===== src/hdl/luhn_pkg.sv =====
`default_nettype none

package luhn_pkg;

	localparam int CARD_W      = 63;
	localparam int COUNT_W     = 5;
	localparam int VERDICT_W   = 2;
	localparam int NUM_DIGITS  = 19;
	localparam int BCD_W       = 4 * NUM_DIGITS;
	localparam int SHIFT_W     = 64;
	localparam int BITS_PER_CYC = 4;
	localparam int CONV_CYCLES = SHIFT_W / BITS_PER_CYC;

	localparam logic [COUNT_W-1:0] MIN_DIGITS = 5'd13;
	localparam logic [COUNT_W-1:0] MAX_DIGITS = 5'd16;

	localparam logic [VERDICT_W-1:0] VERDICT_INVALID    = 2'd0;
	localparam logic [VERDICT_W-1:0] VERDICT_AMEX       = 2'd1;
	localparam logic [VERDICT_W-1:0] VERDICT_MASTERCARD = 2'd2;
	localparam logic [VERDICT_W-1:0] VERDICT_VISA       = 2'd3;

	// Contribution of one digit to the Luhn sum; doubled digits fold to one digit.
	function automatic logic [3:0] luhn_term(input logic [3:0] d, input logic odd);
		logic [4:0] dbl;
		dbl = {d, 1'b0};
		if (!odd)
			return d;
		else if (d < 4'd5)
			return dbl[3:0];
		else
			return 4'(dbl - 5'd9);
	endfunction

	// Brand from the two leading digits.
	function automatic logic [VERDICT_W-1:0] classify(input logic [3:0] hi, input logic [3:0] lo);
		logic [6:0] lead;
		lead = 7'(hi) * 7'd10 + 7'(lo);
		if (lead == 7'd34 || lead == 7'd37)
			return VERDICT_AMEX;
		else if ((lead >= 7'd51 && lead <= 7'd55) || lead == 7'd22)
			return VERDICT_MASTERCARD;
		else if (hi == 4'd4)
			return VERDICT_VISA;
		else
			return VERDICT_INVALID;
	endfunction

endpackage

`default_nettype wire


===== src/hdl/luhn_card_number_check.sv =====
`default_nettype none

// Channel   Ports                         Handshake
// -------   ---------------------------   ----------------------------------
// item in   card_number                   taken when start=1 and busy=0
// result    verdict, digit_count          shown for one cycle with done=1
//
// An item goes from the accepting edge through binary-to-BCD conversion
// (4 shift/adjust steps per cycle on one shared shifter), then a digit scan
// (one digit per cycle through one adder); the last scan edge raises done and
// also loads the result registers. busy stays high from the accepting edge
// until done; a new item may be started in the cycle that done is shown, but
// not before it.
// arst_n clears the sequencer and the done strobe; payload registers hold junk.
// The receiver cannot stall: every result is taken in its done cycle.

module luhn_card_number_check (
	input  wire logic                              clk,
	input  wire logic                              arst_n,
	input  wire logic                              start,
	output logic                                   busy,
	input  wire logic [luhn_pkg::CARD_W-1:0]       card_number,
	output logic                                   done,
	output logic [luhn_pkg::VERDICT_W-1:0]         verdict,
	output logic [luhn_pkg::COUNT_W-1:0]           digit_count
);
	import luhn_pkg::*;

	localparam logic [1:0] ST_IDLE = 2'd0;
	localparam logic [1:0] ST_CONV = 2'd1;
	localparam logic [1:0] ST_SCAN = 2'd2;

	logic [1:0]         state_q;
	logic [COUNT_W-1:0] cnt_q;
	logic [SHIFT_W-1:0] bin_q;
	logic [BCD_W-1:0]   bcd_q;
	logic [3:0]         sum_q;
	logic [3:0]         prev_q;
	logic [3:0]         hi_q;
	logic [3:0]         lo_q;
	logic [COUNT_W-1:0] top_q;
	logic               found_q;
	logic               done_q;
	logic [VERDICT_W-1:0] verdict_q;
	logic [COUNT_W-1:0] count_q;

	logic [SHIFT_W-1:0] bin_nx;
	logic [BCD_W-1:0]   bcd_nx;

	logic [3:0]         dig;
	logic [3:0]         term;
	logic [4:0]         sum_wide;
	logic [3:0]         sum_nx;
	logic               hit;
	logic [3:0]         hi_nx;
	logic [3:0]         lo_nx;
	logic [COUNT_W-1:0] top_nx;
	logic               found_nx;
	logic [COUNT_W-1:0] count_nx;
	logic               len_ok;
	logic               accept;

	assign accept = start && !busy;
	assign busy   = (state_q != ST_IDLE);

	// Shift-and-add-3 conversion: several bit steps per cycle, every digit
	// adjusted independently before each shift.
	always_comb begin
		logic [BCD_W-1:0]   b;
		logic [SHIFT_W-1:0] v;
		b = bcd_q;
		v = bin_q;
		for (int s = 0; s < BITS_PER_CYC; s++) begin
			for (int k = 0; k < NUM_DIGITS; k++) begin
				if (b[4*k +: 4] >= 4'd5)
					b[4*k +: 4] = b[4*k +: 4] + 4'd3;
			end
			b = {b[BCD_W-2:0], v[SHIFT_W-1]};
			v = {v[SHIFT_W-2:0], 1'b0};
		end
		bcd_nx = b;
		bin_nx = v;
	end

	// Scan: take the low digit, fold it into the running sum mod 10, and
	// remember the highest nonzero digit with the one below it.
	always_comb begin
		dig      = bcd_q[3:0];
		term     = luhn_term(dig, cnt_q[0]);
		sum_wide = 5'(sum_q) + 5'(term);
		sum_nx   = (sum_wide >= 5'd10) ? 4'(sum_wide - 5'd10) : sum_wide[3:0];
		hit      = (dig != 4'd0);
		hi_nx    = hit ? dig    : hi_q;
		lo_nx    = hit ? prev_q : lo_q;
		top_nx   = hit ? cnt_q  : top_q;
		found_nx = found_q || hit;
		count_nx = found_nx ? top_nx + 5'd1 : '0;
		len_ok   = (count_nx >= MIN_DIGITS) && (count_nx <= MAX_DIGITS);
	end

	// Sequencer and control.
	always_ff @(posedge clk or negedge arst_n) begin
		if (!arst_n) begin
			state_q <= ST_IDLE;
			cnt_q   <= '0;
			done_q  <= 1'b0;
		end else begin
			done_q <= 1'b0;
			case (state_q)
				ST_IDLE: begin
					if (accept) begin
						state_q <= ST_CONV;
						cnt_q   <= '0;
					end
				end
				ST_CONV: begin
					if (cnt_q == COUNT_W'(CONV_CYCLES - 1)) begin
						state_q <= ST_SCAN;
						cnt_q   <= '0;
					end else begin
						cnt_q <= cnt_q + 5'd1;
					end
				end
				ST_SCAN: begin
					if (cnt_q == COUNT_W'(NUM_DIGITS - 1)) begin
						state_q <= ST_IDLE;
						done_q  <= 1'b1;
					end else begin
						cnt_q <= cnt_q + 5'd1;
					end
				end
				default: begin
					state_q <= ST_IDLE;
				end
			endcase
		end
	end

	// Datapath: the shifter and the scan registers.
	always_ff @(posedge clk) begin
		case (state_q)
			ST_IDLE: begin
				if (accept) begin
					bin_q <= {1'b0, card_number};
					bcd_q <= '0;
				end
				sum_q   <= '0;
				prev_q  <= '0;
				hi_q    <= '0;
				lo_q    <= '0;
				top_q   <= '0;
				found_q <= 1'b0;
			end
			ST_CONV: begin
				bin_q <= bin_nx;
				bcd_q <= bcd_nx;
			end
			ST_SCAN: begin
				bcd_q   <= {4'd0, bcd_q[BCD_W-1:4]};
				sum_q   <= sum_nx;
				prev_q  <= dig;
				hi_q    <= hi_nx;
				lo_q    <= lo_nx;
				top_q   <= top_nx;
				found_q <= found_nx;
				if (cnt_q == COUNT_W'(NUM_DIGITS - 1)) begin
					count_q   <= count_nx;
					verdict_q <= (len_ok && sum_nx == 4'd0) ? classify(hi_nx, lo_nx)
					                                       : VERDICT_INVALID;
				end
			end
			default: begin
				bin_q <= bin_q;
			end
		endcase
	end

	assign done        = done_q;
	assign verdict     = verdict_q;
	assign digit_count = count_q;

	// A result only follows the last scan cycle.
	a_done_after_scan: assert property (@(posedge clk) disable iff (!arst_n)
		done |-> $past(state_q) == ST_SCAN)
		else $error("done without a finished scan");

	// An accepted item makes the block busy as of the accepting edge.
	a_busy_after_start: assert property (@(posedge clk) disable iff (!arst_n)
		accept |=> busy)
		else $error("item accepted but block not busy");

	// The block is free again in the cycle that shows the result.
	a_idle_at_done: assert property (@(posedge clk) disable iff (!arst_n)
		done |-> !busy)
		else $error("busy while showing result");

	// A brand is only reported for a legal length.
	a_brand_len: assert property (@(posedge clk) disable iff (!arst_n)
		(done && verdict != VERDICT_INVALID) |->
			(digit_count >= MIN_DIGITS && digit_count <= MAX_DIGITS))
		else $error("brand reported for illegal length");

endmodule

`default_nettype wire

===== config.mk =====
export PLATFORM = sky130hd
export DESIGN_NAME = luhn_card_number_check
export DESIGN_NICKNAME = d
export VERILOG_FILES = /design/src/hdl/luhn_pkg.sv /design/src/hdl/luhn_card_number_check.sv
export SDC_FILE = /design/constraint.sdc
export NUM_CORES = 1
export LEC_CHECK = 0
export ABC_AREA = 0
export BUFFER_PORTS_ARGS = -buffer_cell sky130_fd_sc_hd__buf_2
export CORE_MARGIN = 2
export CORE_UTILIZATION = 50
export DETAILED_ROUTE_END_ITERATION = 8
export PLACE_DENSITY = 0.79
export SYNTH_ARGS = -nofsm -noshare
export SYNTH_HDL_FRONTEND = slang
export SYNTH_SLANG_ARGS = --single-unit

===== constraint.sdc =====
create_clock -name clk -period 7.45 [get_ports clk]
set_clock_uncertainty 0.1 [all_clocks]
set_input_delay 1.1175 -clock clk [delete_from_list [all_inputs] [get_ports clk]]
set_output_delay 1.1175 -clock clk [all_outputs]
set_load 0.02 [all_outputs]

# After elaboration in Yosys (flattened, before gate mapping)
# Cells that the tools add are included.
[totals] reg_bits=177 inputBits=66 output_inout_bits=9 elab_cells=319
[op_classes] addsub=82 mul=1 order_cmp=82 eq_ne=12 muxes=106 bitwise=1 n_reduce_logical=21
[ops] cell="$mux 4" n=77
[ops] cell="$ge 4x3->1 const B" n=76
[ops] cell="$add 4x2->4 const B" n=72
[ops] cell="$pmux 76 s3" n=1
[ops] cell="$pmux 64 s2" n=1
[ops] cell="$mux 76" n=1
[ops] cell="$mux 64" n=1
[ops] cell="$pmux 4 s2" n=4
[ops] cell="$mux 5" n=5
[ops] cell="$pmux 5 s3" n=1
[ops] cell="$eq 7x6->1 const B" n=2
[ops] cell="$add 3x2->3 const B" n=4
[ops] cell="$mux 3" n=4
[ops] cell="$add 5x1->5 const B" n=2
[ops] cell="$ge 5x4->1 const B" n=2
[ops] cell="$mux 2" n=5
[ops] cell="$pmux 5 s2" n=1
[ops] cell="$ne 2x2->1 const B" n=4
[ops] cell="$sub 4x4->4 const B" n=2
[ops] cell="$add 7x4->7" n=1
[ops] cell="$eq 7x5->1 const B" n=1
[ops] cell="$ge 7x6->1 const B" n=1
[ops] cell="$le 7x6->1 const B" n=1
[ops] cell="$mul 4x3->6 const B" n=1
[ops] cell="23 further kinds" n=35

# Logic depth before layout (Yosys ltp)
[depth] word_depth=10 depth_mapped=21 mapped_depth_nobuf=21

# Least setup slack after synthesis
# OpenSTA, ideal clock, no wires.
[synth_path] kind="input to register" from="input port start" to="register cnt_q[3]" setup_ns=0.095 arrival_ns=6.323 t_required_ns=7.255 slack_ns=0.932 cell_stages=5 path_buffers=0 cell_sequence="inv_1 a21oi_1 nand2b_1 or2_2 o31ai_1"
[synth_via] elab_chain_len=3
[synth_lines] item="from (decl)" line_no="luhn_card_number_check.sv:20" rtl="input wire logic start,"
[synth_lines] item="$logic_and 1x1->1" line_no="luhn_card_number_check.sv:63" rtl="assign accept = start && !busy;"
[synth_lines] item="$ne 2x2->1 (no source line)"
[synth_lines] item="$reduce_and 3->1 (no source line)"
[synth_lines] item="to (signal assigned)" line_no="luhn_card_number_check.sv:121" rtl="cnt_q <= cnt_q + 5'd1;"
[synth_lines] item="to (signal assigned)" line_no="luhn_card_number_check.sv:129" rtl="cnt_q <= cnt_q + 5'd1;"
[synth_lines] item="to (decl)" line_no="luhn_card_number_check.sv:34" rtl="logic [COUNT_W-1:0] cnt_q;"
# No other way between the ends.
# A chain may end at the register's enable or synchronous reset.

# Worst setup path after layout
[layout_path] from="register bcd_q[64]" to="register bcd_q[69], data pin"
[layout_via] elab_chain_len=9 elab_cells_between_ends=19 classes_between="add/sub (6); order compare (6); mux (7)"
[layout_lines] item="from (decl)" line_no="luhn_card_number_check.sv:36" rtl="logic [BCD_W-1:0] bcd_q;"
[layout_lines] item="from (signal assigned)" line_no="luhn_card_number_check.sv:156" rtl="bcd_q <= bcd_nx;"
[layout_lines] item="from (signal assigned)" line_no="luhn_card_number_check.sv:159" rtl="bcd_q <= {4'd0, bcd_q[BCD_W-1:4]};"
[layout_lines] item="$add 4x2->4 / $ge 4x3->1 (equally long branches)" line_no="luhn_card_number_check.sv:76, luhn_card_number_check.sv:75"
[layout_lines] item="$mux 4 (*)" line_no="luhn_card_number_check.sv:75" rtl="if (b[4*k +: 4] >= 4'd5)"
[layout_lines] item="$add 4x2->4 / $ge 4x3->1 (equally long branches)" line_no="luhn_card_number_check.sv:76, luhn_card_number_check.sv:75"
[layout_lines] item="$mux 4" line_no="luhn_card_number_check.sv:75"
[layout_lines] item="$add 4x2->4 / $ge 4x3->1 (equally long branches)" line_no="luhn_card_number_check.sv:76, luhn_card_number_check.sv:75"
[layout_lines] item="$mux 4" line_no="luhn_card_number_check.sv:75"
[layout_lines] item="$add 4x2->4 / $ge 4x3->1 (equally long branches)" line_no="luhn_card_number_check.sv:76, luhn_card_number_check.sv:75"
[layout_lines] item="$mux 4 (*)" line_no="luhn_card_number_check.sv:75"
[layout_lines] item="$pmux 76 s3 (*)" line_no="luhn_card_number_check.sv:141" rtl="case (state_q)"
# Mark *: on every way between the ends. The rest lies on a longest branch, timed or not.

==> results.sh <==
export IMPL_outcome="finished, final reports clean"
export IMPL_cts_path_max_buffers=2
export IMPL_antenna_cells=0
export IMPL_io_pins=75
export IMPL_synth_flop_cell="edfxtp_1"
export IMPL_post_cts_setup_buffer_count=0
export IMPL_final_max_slew_viol_count=0
export IMPL_synth_area_leaders="edfxtp_1 29%, ha_1 7.8%, mux2_2 5.6%, nand2_1 4.4%, o21ai_0 4.1%"
export IMPL_num_nets_final=2230
export IMPL_grt_overflow_total=0
export IMPL_dieHeight_um=191
export IMPL_grt_total_usage=0.223
export IMPL_cp_required_ns=7.67
export IMPL_ys_async_sr_fraction=0.0452
export IMPL_cp_top_family="compound AO/OA/AOI/OAI gates"
export IMPL_core_sq_mm=0.0344
export IMPL_slew_headroom=0.283
export IMPL_rows=68
export IMPL_cts_sinks=177
export IMPL_setup_worst_path_class="reg2reg"
export IMPL_cts_tree="yes"
export IMPL_die_w_um=191
export IMPL_wl_um=40700
export IMPL_die_area_sq_mm=0.0363
export IMPL_rsz0062_at_grt="false"
export IMPL_netlist_area_sq_mm=0.0174
export IMPL_cp_max_fo=7
export IMPL_cts_hold_fix_buffers=0
export IMPL_grt_pass1_wl_um=68100
export IMPL_clk_latency_ns=0.45
export IMPL_cpMaxStageDelayCell="edfxtp_1"
export IMPL_clock_root_buffer="clkbuf_16"
export IMPL_wire_per_inst_um=16.2
export IMPL_syn_inst=2016
export IMPL_crit_path_end_kind="flip-flop"
export IMPL_synth_top_cell_area_share=0.292
export IMPL_syn_avg_cell_area_sq_um=8.64
export IMPL_path_buf_inv=2
export IMPL_worstSetupStartpointType="flip-flop"
export IMPL_syn_to_final_growth_pct=8.05
export IMPL_place_congestion=0.920
export IMPL_yosysSeqAreaShare=0.303
export IMPL_post_route_min_period_ns=4.71
export IMPL_drc=0
export IMPL_h_tree_depth=4
export IMPL_synth_edf_count=169
export IMPL_grt_pass1_vias=14700
export IMPL_min_path_type="in2async"
export IMPL_hpwl_um=30000
export IMPL_setup_viol_count_final=0
export IMPL_vias_per_cell=6.16
export IMPL_ys_warn_count=0
export IMPL_path_clk_slew_ns=0.07
export IMPL_postRouteAntennaNets=0
export IMPL_crit_chain="inv_1, ha_1, nor2b_1, a2bb2oi_1, nand2_1, ha_1, or3_1, a221oi_1, nor2_1, and2_1, xnor2_1, ha_1, inv_1, a221o_1, a2111oi_0, a211o_1"
export IMPL_cp_arrival_ns=4.93
export IMPL_synth_distinct_cells=91
export IMPL_final_hold_violation_count=0
export IMPL_setup_tns_ns=0
export IMPL_portBuffers=74
export IMPL_drive_gt1_frac=0.128
export IMPL_max_freq_mhz=212
export IMPL_cts_resized=0
export IMPL_grt_antenna_before_repair=0
export IMPL_via_count=15500
export IMPL_fin_crit_sh=0.632
export IMPL_synth_seq_cells=177
export IMPL_cpMostUsedCell="ha_1"
export IMPL_worst_slew_pin_slew_ns=1.08
export IMPL_drtIter0Drc=1154
export IMPL_dr_pass1_iters=5
export IMPL_maxCapViolations=0
export IMPL_grt_max_degree=77
export IMPL_numCtsBuffers=17
export IMPL_crit_path_max_incr_delay_ns=0.49
export IMPL_syn_nets=2193
export IMPL_start_util=0.506
export IMPL_synth_top_area_cell="edfxtp_1"
==> per-stage QoR <==
step                      cells  area (sq um)  utilization  setup WS [ns]  hold slack, ns
after floorplan            2016         17400            -          0.932           0.403
after global placement     2489         18200        0.529           3.04           0.418
after detailed placement   2489         18200        0.529           2.82           0.431
after CTS                  2520         18800        0.547           2.80           0.395
after global routing       2520         18800        0.547           2.37           0.403
final                      2520         18800        0.547           2.74           0.398
==> path summary, 6_finish.rpt <==
check	from	to	slack [ns]	cells past startpoint
max in group asynchronous	arst_n	cnt_q[4]$_DFFE_PN0P_	6.68	1
worst min register to register	bin_q[59]$_DFFE_PP_	bin_q[63]$_SDFFCE_PN0P_	0.45	1
worst max-delay path	bcd_q[64]$_DFFE_PP_	bcd_q[69]$_DFFE_PP_	2.74	16
min in group clk	bin_q[59]$_DFFE_PP_	bin_q[63]$_SDFFCE_PN0P_	0.45	1
worst min-delay path	arst_n	state_q[1]$_DFFE_PN0P_	0.40	1
worst max register to register	bcd_q[64]$_DFFE_PP_	bcd_q[69]$_DFFE_PP_	2.74	16
==> per-layer routing <==
metal	up-vias	track usage	routed length, um
met3	70	0.0383	2200
met2	392	0.388	19800
met5	-	0	0
met1	7347	0.284	17900
li1	7703	-	-
met4	0	0.0638	792
==> registers in the layout (all words and copies together) (netlist names) <==
name         flops
digit_count      5
hi_q             4
state_q          2
sum_q            4
found_q          1
top_q            5
lo_q             4
cnt_q            5
done             1
verdict          2
bin_q           64
bcd_q           76
prev_q           4
==> logic make-up (layout without fill, tap and decap cells) <==
family,Yosys count,count (layout),share of synthesized area
AO/OA/AOI/OAI,681,681,0.272
multiplexers,149,149,0.0926
buffers and inverters,195,244,0.0428
adder cells (fa/ha/maj),113,113,0.0822
AND/OR/NAND/NOR,660,660,0.186
XOR/XNOR,41,41,0.0206
flip-flops,177,177,0.303
==> synthesized netlist by cell type (39+ instances only) <==
master,n
clkbuf_1,50
nand2b_1,52
a211oi_1,54
edfxtp_1,169
nor3_1,39
mux2i_1,62
inv_1,128
mux2_2,86
ha_1,108
nor2_1,130
o21ai_0,143
nand2_1,202
a21oi_1,115
==> layout by cell type, fill, tap and decap left out, types with 32 or more instances in the layout <==
cell type    n
nand2b_1    52
mux2i_1     62
ha_1       107
a21o_1      32
o211ai_1    35
or2_2       34
a211oi_1    54
nor2b_1     32
buf_2       74
a21oi_1    114
edfxtp_1   169
mux2_2      86
nor3_1      39
nand2_1    201
and3_1      32
and2_1      36
nor2_1     130
inv_1      128
o21ai_0    143
nand3_1     36
==> layout make-up <==
class	instances	area, sq um
clock buffers	17	425
multi-input cells	1644	11400
inverters	130	488
repair buffers	83	438
well taps	455	569
fillers	3064	15600
clock inverters	14	203
flip-flops and latches	177	5280
Power is not shown: default switching activity piles up to over one toggle a cycle in this logic, so the estimate is an artifact.
